===== config.mk =====
export PLATFORM = sky130hd
export DESIGN_NAME = interval_set_insert_merge
export DESIGN_NICKNAME = d
export VERILOG_FILES = /design/src/hw/rtl/isim_pkg.sv /design/src/hw/rtl/isim_cmp.sv /design/src/hw/rtl/interval_set_insert_merge.sv
export VERILOG_INCLUDE_DIRS = /design/src /design/src/hw/rtl
export SDC_FILE = /design/constraint.sdc
export NUM_CORES = 2
export LEC_CHECK = 0
export BUFFER_PORTS_ARGS = -buffer_cell sky130_fd_sc_hd__clkbuf_2
export CORE_UTILIZATION = 55
export DETAILED_ROUTE_END_ITERATION = 7
export GPL_ROUTABILITY_DRIVEN = 0
export MAX_ROUTING_LAYER = met4
export PLACE_DENSITY = 0.76
export SLEW_MARGIN = 20
export SYNTH_ARGS = -nofsm -noshare
export SYNTH_HDL_FRONTEND = slang
export SYNTH_HIERARCHICAL = 1
export SYNTH_SLANG_ARGS = --single-unit

===== constraint.sdc =====
create_clock -name clk_i -period 11.6 [get_ports clk_i]
set_input_delay 1.16 -clock clk_i [delete_from_list [all_inputs] [get_ports clk_i]]
set_output_delay 1.16 -clock clk_i [all_outputs]
set_load 0.05 [all_outputs]

===== src/hw/rtl/interval_set_insert_merge_assert.svh =====
// Assertion macros for the interval set insert and merge block.
`ifndef INTERVAL_SET_INSERT_MERGE_ASSERT_SVH
`define INTERVAL_SET_INSERT_MERGE_ASSERT_SVH
`ifndef SYNTH
// Check a property on every clock edge outside reset.
`define ISIM_ASSERT(lbl, prop, msg) \
  lbl: assert property (@(posedge clk_i) disable iff (!rst_ni) (prop)) else $error(msg);
// Check that a condition in one cycle implies another in the next.
`define ISIM_ASSERT_NEXT(lbl, ante, cons, msg) \
  lbl: assert property (@(posedge clk_i) disable iff (!rst_ni) (ante) |=> (cons)) \
    else $error(msg);
`else
`define ISIM_ASSERT(lbl, prop, msg)
`define ISIM_ASSERT_NEXT(lbl, ante, cons, msg)
`endif
`endif


===== src/hw/rtl/isim_pkg.sv =====
// Shared types and constants of the interval set insert and merge block.
`timescale 1ns / 1ps
package isim_pkg;

  localparam int unsigned TableDepthDef = 16;
  localparam int unsigned MaxResults    = 16;
  localparam int unsigned DataW         = 32;
  localparam int unsigned IndexW        = 4;
  localparam int unsigned TotalW        = 5;

  typedef enum logic [1:0] {
    StInserted = 2'd0,
    StCovered  = 2'd1,
    StFull     = 2'd2,
    StRejected = 2'd3
  } status_e;

  // Flags from the shared compare unit.
  typedef struct packed {
    logic end_lt_ns;   // entry end below new start
    logic start_le_ne; // entry start at or below new end
    logic start_le_ns; // entry start at or below new start
    logic end_ge_ne;   // entry end at or above new end
  } cmp_t;

endpackage


===== src/hw/rtl/isim_cmp.sv =====
// Shared compare unit: orders one stored interval against the request interval.
`timescale 1ns / 1ps
module isim_cmp (
  input  logic signed [isim_pkg::DataW-1:0] ent_start_i,
  input  logic signed [isim_pkg::DataW-1:0] ent_end_i,
  input  logic signed [isim_pkg::DataW-1:0] new_start_i,
  input  logic signed [isim_pkg::DataW-1:0] new_end_i,
  output isim_pkg::cmp_t                    cmp_o,
  output logic signed [isim_pkg::DataW-1:0] min_start_o,
  output logic signed [isim_pkg::DataW-1:0] max_end_o
);

  always_comb begin
    cmp_o.end_lt_ns   = ent_end_i < new_start_i;
    cmp_o.start_le_ne = ent_start_i <= new_end_i;
    cmp_o.start_le_ns = ent_start_i <= new_start_i;
    cmp_o.end_ge_ne   = ent_end_i >= new_end_i;
    min_start_o       = cmp_o.start_le_ns ? ent_start_i : new_start_i;
    max_end_o         = cmp_o.end_ge_ne ? ent_end_i : new_end_i;
  end

endmodule


===== src/hw/rtl/interval_set_insert_merge.sv =====
// Top level of the interval set insert and merge block.
`timescale 1ns / 1ps
`include "interval_set_insert_merge_assert.svh"
// Keeps a sorted list of disjoint closed intervals in a table of TableDepth
// entries with one read and one write port. A request is taken when start is
// high and busy is low; busy then stays high until the dump is complete and
// falls in the cycle that shows the last result. Each result is shown for
// exactly one cycle with strobe_o high and cannot be held off, so the receiver
// must take it on that edge. While busy, the block works through the one table
// read port: it scans the table for the overlap window and decides, then either
// shifts the entries up and places the new entry (insert) or places the merged
// entry and compacts the entries behind it (merge), and then dumps the list. A
// rejected request, a covered one or one that meets a full table goes straight
// to the dump.
// There is no clearing pass after reset; the list simply starts empty.
module interval_set_insert_merge #(
  parameter int unsigned TableDepth = isim_pkg::TableDepthDef
) (
  input  logic                              clk_i,
  input  logic                              rst_ni,
  input  logic                              start,
  output logic                              busy,
  input  logic signed [isim_pkg::DataW-1:0] new_start_i,
  input  logic signed [isim_pkg::DataW-1:0] new_end_i,
  output logic                              strobe_o,
  output logic [isim_pkg::IndexW-1:0]       entry_index_o,
  output logic signed [isim_pkg::DataW-1:0] entry_start_o,
  output logic signed [isim_pkg::DataW-1:0] entry_end_o,
  output logic [isim_pkg::TotalW-1:0]       entry_total_o,
  output logic [1:0]                        status_o,
  output logic                              last_o
);

  localparam int unsigned IW = (TableDepth > 1) ? $clog2(TableDepth) : 1;
  localparam int unsigned CW = $clog2(TableDepth + 1);
  localparam int unsigned DW = isim_pkg::DataW;

  // Sequencer states.
  localparam logic [2:0] S_IDLE   = 3'd0;
  localparam logic [2:0] S_SCAN   = 3'd1;
  localparam logic [2:0] S_DECIDE = 3'd2;
  localparam logic [2:0] S_SHIFT  = 3'd3;
  localparam logic [2:0] S_PLACE  = 3'd4;
  localparam logic [2:0] S_COPY   = 3'd5;
  localparam logic [2:0] S_DUMP   = 3'd6;

  logic [2:0] state_q, state_d;

  // Interval table: start in the upper half, end in the lower half.
  logic [2*DW-1:0] ivl_mem_q [TableDepth];
  logic [2*DW-1:0] rd_q;
  logic [IW-1:0]   raddr;
  logic [IW-1:0]   waddr;
  logic [2*DW-1:0] wdata;
  logic            we;

  // Control and working registers.
  logic [CW-1:0]   count_q, count_d;
  logic [CW-1:0]   idx_q, idx_d;       // next read index
  logic [CW-1:0]   wtgt_q, wtgt_d;     // write target or index of pending read
  logic [CW-1:0]   first_q, first_d;   // entries entirely below the request
  logic [CW-1:0]   past_q, past_d;     // entries starting at or below request end
  logic            pend_q, pend_d;     // read data in rd_q belongs to a read issued
  logic            found_q, found_d;   // first overlapping entry seen
  logic            merge_q, merge_d;   // place step belongs to a merge
  logic signed [DW-1:0] ns_q, ns_d;
  logic signed [DW-1:0] ne_q, ne_d;
  logic signed [DW-1:0] fs_q, fs_d;    // start of first overlap, then placed start
  logic signed [DW-1:0] le_q, le_d;    // end of last overlap, then placed end
  isim_pkg::status_e    status_q, status_d;

  // Result registers.
  logic                        strobe_q, strobe_d;
  logic [isim_pkg::IndexW-1:0] oidx_q, oidx_d;
  logic signed [DW-1:0]        ostart_q, ostart_d;
  logic signed [DW-1:0]        oend_q, oend_d;
  logic [isim_pkg::TotalW-1:0] ototal_q, ototal_d;
  logic [1:0]                  ostat_q, ostat_d;
  logic                        olast_q, olast_d;

  // Shared compare unit.
  logic signed [DW-1:0] rd_start, rd_end;
  logic signed [DW-1:0] cmp_start, cmp_end;
  logic signed [DW-1:0] min_start, max_end;
  isim_pkg::cmp_t       cmp;

  logic [CW-1:0] absorbed;
  logic [CW-1:0] dump_n;

  assign rd_start = rd_q[2*DW-1:DW];
  assign rd_end   = rd_q[DW-1:0];

  // Feed the held overlap bounds while deciding, the table read otherwise.
  assign cmp_start = (state_q == S_DECIDE) ? fs_q : rd_start;
  assign cmp_end   = (state_q == S_DECIDE) ? le_q : rd_end;

  isim_cmp u_cmp (
    .ent_start_i (cmp_start),
    .ent_end_i   (cmp_end),
    .new_start_i (ns_q),
    .new_end_i   (ne_q),
    .cmp_o       (cmp),
    .min_start_o (min_start),
    .max_end_o   (max_end)
  );

  assign absorbed = past_q - first_q;
  assign dump_n   = (32'(count_q) > isim_pkg::MaxResults) ? CW'(isim_pkg::MaxResults)
                                                          : count_q;

  // Table: one write and one registered read per cycle.
  always_ff @(posedge clk_i) begin
    if (we) begin
      ivl_mem_q[waddr] <= wdata;
    end
    rd_q <= ivl_mem_q[raddr];
  end

  always_comb begin
    state_d  = state_q;
    count_d  = count_q;
    idx_d    = idx_q;
    wtgt_d   = wtgt_q;
    first_d  = first_q;
    past_d   = past_q;
    pend_d   = 1'b0;
    found_d  = found_q;
    merge_d  = merge_q;
    ns_d     = ns_q;
    ne_d     = ne_q;
    fs_d     = fs_q;
    le_d     = le_q;
    status_d = status_q;

    strobe_d = 1'b0;
    oidx_d   = oidx_q;
    ostart_d = ostart_q;
    oend_d   = oend_q;
    ototal_d = ototal_q;
    ostat_d  = ostat_q;
    olast_d  = olast_q;

    raddr = idx_q[IW-1:0];
    waddr = wtgt_q[IW-1:0];
    wdata = rd_q;
    we    = 1'b0;

    unique case (state_q)
      S_IDLE: begin
        if (start) begin
          ns_d    = new_start_i;
          ne_d    = new_end_i;
          idx_d   = '0;
          first_d = '0;
          past_d  = '0;
          found_d = 1'b0;
          if (new_start_i > new_end_i) begin
            status_d = isim_pkg::StRejected;
            state_d  = S_DUMP;
          end else begin
            state_d = S_SCAN;
          end
        end
      end

      // Stream the list through the compare unit to find the overlap window.
      S_SCAN: begin
        if (pend_q) begin
          if (cmp.end_lt_ns) begin
            first_d = first_q + 1'b1;
          end else if (!found_q) begin
            found_d = 1'b1;
            fs_d    = rd_start;
          end
          if (cmp.start_le_ne) begin
            past_d = past_q + 1'b1;
            le_d   = rd_end;
          end
        end
        if (idx_q != count_q) begin
          idx_d  = idx_q + 1'b1;
          pend_d = 1'b1;
        end else begin
          state_d = S_DECIDE;
        end
      end

      S_DECIDE: begin
        idx_d = '0;
        if (absorbed == '0) begin
          if (count_q == CW'(TableDepth)) begin
            status_d = isim_pkg::StFull;
            state_d  = S_DUMP;
          end else begin
            status_d = isim_pkg::StInserted;
            merge_d  = 1'b0;
            fs_d     = ns_q;
            le_d     = ne_q;
            idx_d    = count_q;
            state_d  = S_SHIFT;
          end
        end else if (absorbed == CW'(1) && cmp.start_le_ns && cmp.end_ge_ne) begin
          status_d = isim_pkg::StCovered;
          state_d  = S_DUMP;
        end else begin
          status_d = isim_pkg::StInserted;
          merge_d  = 1'b1;
          fs_d     = min_start;
          le_d     = max_end;
          state_d  = S_PLACE;
        end
      end

      // Move entries up by one, from the tail down to the insert point.
      S_SHIFT: begin
        raddr = IW'(idx_q - 1'b1);
        if (pend_q) begin
          we = 1'b1;
        end
        if (idx_q != first_q) begin
          wtgt_d = idx_q;
          idx_d  = idx_q - 1'b1;
          pend_d = 1'b1;
        end else begin
          state_d = S_PLACE;
        end
      end

      S_PLACE: begin
        we    = 1'b1;
        waddr = first_q[IW-1:0];
        wdata = {fs_q, le_q};
        if (merge_q) begin
          idx_d   = past_q;
          wtgt_d  = first_q + 1'b1;
          state_d = S_COPY;
        end else begin
          count_d = count_q + 1'b1;
          idx_d   = '0;
          state_d = S_DUMP;
        end
      end

      // Pull the entries behind the absorbed run down behind the merged one.
      S_COPY: begin
        if (pend_q) begin
          we     = 1'b1;
          wtgt_d = wtgt_q + 1'b1;
        end
        if (idx_q != count_q) begin
          idx_d  = idx_q + 1'b1;
          pend_d = 1'b1;
        end else begin
          count_d = count_q - past_q + first_q + 1'b1;
          idx_d   = '0;
          state_d = S_DUMP;
        end
      end

      // Emit the list in order, or one empty result for an empty list.
      S_DUMP: begin
        if (count_q == '0) begin
          strobe_d = 1'b1;
          oidx_d   = '0;
          ostart_d = '0;
          oend_d   = '0;
          ototal_d = '0;
          ostat_d  = status_q;
          olast_d  = 1'b1;
          state_d  = S_IDLE;
        end else begin
          if (pend_q) begin
            strobe_d = 1'b1;
            oidx_d   = isim_pkg::IndexW'(wtgt_q);
            ostart_d = rd_start;
            oend_d   = rd_end;
            ototal_d = isim_pkg::TotalW'(count_q);
            ostat_d  = status_q;
            olast_d  = (CW'(wtgt_q + 1'b1) == dump_n);
          end
          if (idx_q != dump_n) begin
            wtgt_d = idx_q;
            idx_d  = idx_q + 1'b1;
            pend_d = 1'b1;
          end else begin
            state_d = S_IDLE;
          end
        end
      end

      default: begin
        state_d = S_IDLE;
      end
    endcase
  end

  always_ff @(posedge clk_i or negedge rst_ni) begin
    if (!rst_ni) begin
      state_q  <= S_IDLE;
      count_q  <= '0;
      pend_q   <= 1'b0;
      strobe_q <= 1'b0;
    end else begin
      state_q  <= state_d;
      count_q  <= count_d;
      pend_q   <= pend_d;
      strobe_q <= strobe_d;
    end
  end

  // Working and result payload, no reset needed.
  always_ff @(posedge clk_i) begin
    idx_q    <= idx_d;
    wtgt_q   <= wtgt_d;
    first_q  <= first_d;
    past_q   <= past_d;
    found_q  <= found_d;
    merge_q  <= merge_d;
    ns_q     <= ns_d;
    ne_q     <= ne_d;
    fs_q     <= fs_d;
    le_q     <= le_d;
    status_q <= status_d;
    oidx_q   <= oidx_d;
    ostart_q <= ostart_d;
    oend_q   <= oend_d;
    ototal_q <= ototal_d;
    ostat_q  <= ostat_d;
    olast_q  <= olast_d;
  end

  assign busy          = (state_q != S_IDLE);
  assign strobe_o      = strobe_q;
  assign entry_index_o = oidx_q;
  assign entry_start_o = ostart_q;
  assign entry_end_o   = oend_q;
  assign entry_total_o = ototal_q;
  assign status_o      = ostat_q;
  assign last_o        = olast_q;

  // Results only follow a cycle of work.
  `ISIM_ASSERT(a_strobe_after_busy, !strobe_o || $past(busy), "result without request")
  // A dump runs without gaps until its last result.
  `ISIM_ASSERT_NEXT(a_dump_no_gap, strobe_o && !last_o, strobe_o, "gap in list dump")
  // The fill count never passes the table depth.
  `ISIM_ASSERT(a_count_bound, count_q <= CW'(TableDepth), "entry count overflow")
  // An accepted request holds the block busy.
  `ISIM_ASSERT_NEXT(a_busy_on_accept, start && !busy, busy, "request not taken")

endmodule

After elaboration in Yosys (flattened, before gate mapping)
Memories as Yosys holds them, arrays and structs flattened. A register that Yosys moved wholly into a read port is not among the register bits.
Index checks and enable logic that the tools add are counted.
{"block": "totals", "input_bits": 67, "memories": 1, "out_inout_bits": 78, "wordCells": 189, "ff_bits": 238, "mem_bits_rw": 1024}
{"memory": "ivl_mem_q", "words": 16, "word_bits": 64, "rd": 1, "rd_clocked_by_memory_dff": 1, "write_ports": 1, "line_no": "interval_set_insert_merge.sv:50", "rtl": "logic [2*DW-1:0] ivl_mem_q [TableDepth];"}
{"block": "classes", "n_lt_le_gt_ge": 6, "n_eq_ne": 34, "reduce_logical": 28, "addsub": 10, "mux": 89}
{"cell": "32-bit 2-to-1 mux", "n": 17}
{"cell": "32-bit one-hot mux with 2 select lines", "n": 2}
{"cell": "5-bit 2-to-1 mux", "n": 22}
{"cell": "32-bit less-or-equal comparator", "n": 2}
{"cell": "64-bit 2-to-1 mux", "n": 1}
{"cell": "2-bit inequality test, second input constant", "n": 19}
{"cell": "5-bit one-hot mux with 7 select lines", "n": 1}
{"cell": "32-bit greater-or-equal comparator", "n": 1}
{"cell": "32-bit > comparator", "n": 1}
{"cell": "32-bit less-than comparator", "n": 1}
{"cell": "5-bit by 1-bit adder with 5-bit output, second input constant", "n": 6}
{"cell": "5-bit one-hot mux with 2 select lines", "n": 3}
{"cell": "3-bit 2-to-1 mux", "n": 9}
{"cell": "3-bit one-hot mux with 7 select lines", "n": 1}
{"cell": "5-bit one-hot mux with 4 select lines", "n": 1}
{"cell": "6-bit AND reduction", "n": 3}
{"cell": "1-bit 2-to-1 mux", "n": 17}
{"cell": "2-bit 2-to-1 mux", "n": 8}
{"cell": "5-bit inequality test", "n": 3}
{"cell": "4-bit 2-to-1 mux", "n": 3}
{"cell": "4-bit AND reduction", "n": 3}
{"cell": "5-bit logical NOT", "n": 2}
{"cell": "5-bit AND reduction", "n": 2}
{"cell": "2-bit nonzero test", "n": 5}
{"cell": "other kinds (22)", "n": 34}

Logic depth before layout (Yosys ltp)
{"block": "depth", "depth_word": 8, "mapped_depth": 21}

Cells and area by module
The synthesis kept the hierarchy.
{"module": "interval_set_insert_merge", "n_inst": 1, "area_each_um2": 52903.2, "cells_per_inst": 2684}
{"module": "isim_cmp", "n_inst": 1, "area_each_um2": 4710.8, "cells_per_inst": 626}

Least setup slack after synthesis
Ideal clock, no wire load.
{"block": "synth_path", "kind": "reg2reg", "startpoint": "register state_q[0]", "endpoint": "register le_q[0], enable pin", "setup_slack_ps": 6601, "t_arrival_ps": 4609, "synth_period_minus_slack_ps": 4999, "required_time_ps": 11209, "path_stages_with_launch": 21, "cell_sequence": "dfrtp_1 -> buf_2 -> buf_1 -> nor2_1 -> clkbuf_1 -> clkbuf_1 -> nand2_1 -> nand2_1 -> ha_1 -> a21oi_1 -> nand2_1 -> a221o_1 -> o31a_1 -> o21a_1 -> a211oi_4 -> buf_6 -> inv_1 -> nand2_1 -> o41ai_1 -> o2bb2ai_1 -> o21a_1"}
{"element": "start: declaration", "line_no": "interval_set_insert_merge.sv:47", "rtl": "logic [2:0] state_q, state_d;"}
{"element": "start signal: assignment", "line_no": "interval_set_insert_merge.sv:304", "rtl": "state_q <= state_d;"}
{"element": "end signal: assignment", "line_no": "interval_set_insert_merge.sv:322", "rtl": "le_q <= le_d;"}
{"element": "end: declaration", "line_no": "interval_set_insert_merge.sv:69", "rtl": "logic signed [DW-1:0] le_q, le_d;"}

==> flow_metrics.env <==
export IMPL_synthTopCellsByArea="edfxtp_1 65%, mux4_2 12%, ha_1 3.8%"
export IMPL_critPathCaptureType="flop"
export IMPL_syn_nets=3557
export IMPL_finalCriticalPeriod_ns=6.06
export IMPL_met3_usage_pct=6.37
export IMPL_coreArea_um2=104000
export IMPL_ys_warn_count=6
export IMPL_synth_most_common_cell="edfxtp_1"
export IMPL_post_route_cell_area_um2=64300
export IMPL_drive_gt1_share_pct=23.6
export IMPL_synth_top_area_share_pct=65.3
export IMPL_p_leak_nw=22.7
export IMPL_outcome="complete, no violations"
export IMPL_synth_cell_types=73
export IMPL_crit_arrival_ns=6.43
export IMPL_cts_setup_buffers=0
export IMPL_critical_path_class="reg -> reg"
export IMPL_rsz0062_at_grt="false"
export IMPL_path_max_fanout=71
export IMPL_seq_area_frac_synth_pct=67.9
export IMPL_ys_flop_type="edfxtp_1"
export IMPL_max_cap_violations=0
export IMPL_cts_root_buffer="clkbuf_16"
export IMPL_track_usage_pct=28.2
export IMPL_cts_resized=0
export IMPL_grt_max_degree=138
export IMPL_gr_total_overflow=0
export IMPL_synth_edf_count=1252
export IMPL_die_w_um=326
export IMPL_layout_cells_non_filler=4971
export IMPL_tightest_slew_ns=1.10
export IMPL_drt_total_wl_um=144000
export IMPL_synthArstFlopShare_pct=0.754
export IMPL_slew_viol_final=0
export IMPL_cts_buffers=136
export IMPL_antenna_left=0
export IMPL_worstPathRequired_ns=11.97
export IMPL_drc=0
export IMPL_setup_viol=0
export IMPL_clk_pin_slew_ns=0.06
export IMPL_num_rows=118
export IMPL_power_w=0.0187
export IMPL_grt_use_met2_pct=41.9
export IMPL_synth_seq_cells=1326
export IMPL_r2r_start="state_q[2]"
export IMPL_timing_fmax_mhz=165
export IMPL_grt_first_pass_wirelength_um=210000
export IMPL_r2r_slack_ns=5.54
export IMPL_num_io_pins=145
export IMPL_rr_endpoint="fs_q[6]"
export IMPL_hold_path_class="in -> async"
export IMPL_synth_area_per_cell_um2=17.4
export IMPL_post_drt_via_cell_ratio=6.47
export IMPL_ir_worst_vdd_uv=176
export IMPL_clock_latency_ns=0.77
export IMPL_cts_buffer_depth=3
export IMPL_finish_utilization_pct=62.1
export IMPL_syn_to_final_growth_pct=11.6
export IMPL_start_kind="flop"
export IMPL_relSlewSlack_pct=26.4
export IMPL_reg2regPathDepth=18
export IMPL_tns_ns=0
export IMPL_p_per_area_nw_per_um2=291
export IMPL_antenna_found_initial=5
export IMPL_busiest_layer="met2"
export IMPL_dp_cells=4720
export IMPL_hpwl_um=84500
export IMPL_dieArea_um2=106000
export IMPL_synth_top_area_cell="edfxtp_1"
export IMPL_period_share_pct=52.2
export IMPL_grtUsageMet1_pct=38.9
export IMPL_synthCells=3310
export IMPL_fin_nets=3725
export IMPL_synth_area_um2=57600
export IMPL_fin_skew_ns=0.0358
export IMPL_first_global_vias=31400
export IMPL_hold_viol_final=0
export IMPL_cts_sinks=1326
export IMPL_port_buffers=144
export IMPL_dr_pass1_iters=6
export IMPL_synth_common_cells="1252 x edfxtp_1, 300 x mux4_2, 278 x nand2_1, 175 x ha_1, 131 x inv_1"
export IMPL_ctsHoldBuffers=0
export IMPL_drt_iter0_drc=4318
export IMPL_wl_per_cell_um=29.0
export IMPL_vias=32200
export IMPL_place_area_um2=59900
export IMPL_die_y_um=326
export IMPL_cts_tree="done"
export IMPL_initial_utilization_pct=55.6
export IMPL_cts_max_level=4
[sequential cells by signal, indices dropped and copies added (netlist names), 32 cells and up]
signal	count
fs_q	32
ne_q	32
ns_q	32
le_q	32
ivl_mem_q	1024
entry_end_o	32
entry_start_o	32
rd_q	64
[worst max-delay path by stage]
stage               slack [ns]  depth (start not counted)  endpoint       start
floorplan                 6.60                         20   le_q[0]  state_q[0]
detailed placement        5.71                         16   le_q[7]  state_q[2]
global route              5.10                         18   fs_q[9]  state_q[2]
CTS                       5.64                         16  le_q[15]  state_q[2]
global placement          5.99                         18   le_q[7]  state_q[2]
finish                    5.54                         18   fs_q[6]  state_q[2]
[layout by cell type, fill, tap and decap left out, types with 10 or more instances in the layout]
cell and count:
clkinv_2 21, clkbuf_1 32, mux4_2 300, nand3_1 36, o21ai_0 102, inv_1 131
mux4_1 20, clkinv_1 12, nor2_1 81, nand2b_1 10, clkbuf_8 10, a31oi_1 11
mux2_2 69, ha_1 174, mux2_4 29, a21o_1 21, a21oi_1 80, mux2i_1 69
clkbuf_16 140, nand4_1 30, nand2_1 278, buf_4 58, nor3_1 18, xor2_1 15
xnor2_1 20, dfxtp_1 64, nor2_4 19, a41oi_1 31, clkbuf_2 144, edfxtp_1 1252
nor2b_1 78, o311a_1 31, o22ai_1 35, dfrtp_1 10
[cell type report]
cell class / instances / area [um^2]
fillers: 7220 / 39300
flip-flops and latches: 1326 / 39100
multi-input cells: 1677 / 17300
clock buffers: 182 / 3760
well taps: 1380 / 1730
repair buffers: 204 / 1200
clock inverters: 66 / 702
inverters: 133 / 499
diodes: 3 / 7.51
[logic make-up after synthesis]
kind of cell,after synthesis,share of synthesized area [%]
buf+inv,307,2.45
xor+xnor,37,0.608
flops,1326,67.9
simple gates,590,4.70
mux,487,15.9
compound gates,383,4.41
fa+ha+maj,180,3.97
[report_power, final]
group	internal (W)	switching [W]	total [W]
logic	0.00286	0.00417	0.00703
registers	0.00679	0.000517	0.00731
clock network	0.00249	0.00187	0.00436
total	0.0121	0.00655	0.0187
[routing by layer]
layer	up-vias	wire, um
li1	13500	-
met3	286	15600
met5	-	0
met2	1912	67000
met4	0	4460
met1	16400	57000
[critical path, stage by stage (launching register included)]
cell	delay (ns)
dfrtp_1	0.60
and2b_4	0.28
nand2b_4	0.48
buf_4	0.70
nand2_1	0.15
nand2_1	0.19
ha_1	0.29
a21oi_1	0.17
o21ai_0	0.13
a211oi_1	0.34
o21a_1	0.18
buf_4	0.42
o21a_1	0.22
mux2i_1	0.08
nand2_1	0.12
nand2_1	0.12
o41ai_1	0.47
o2bb2ai_1	0.20
o21a_2	0.47
[per-stage QoR]
stage               hold slack [ns]  worst slack, ns
floorplan                     0.400             6.60
CTS                           0.244             5.64
global route                  0.286             5.10
detailed placement            0.520             5.71
finish                        0.290             5.54
global placement              0.516             5.99
No activity file was read; power rests on OpenSTA's default activity.
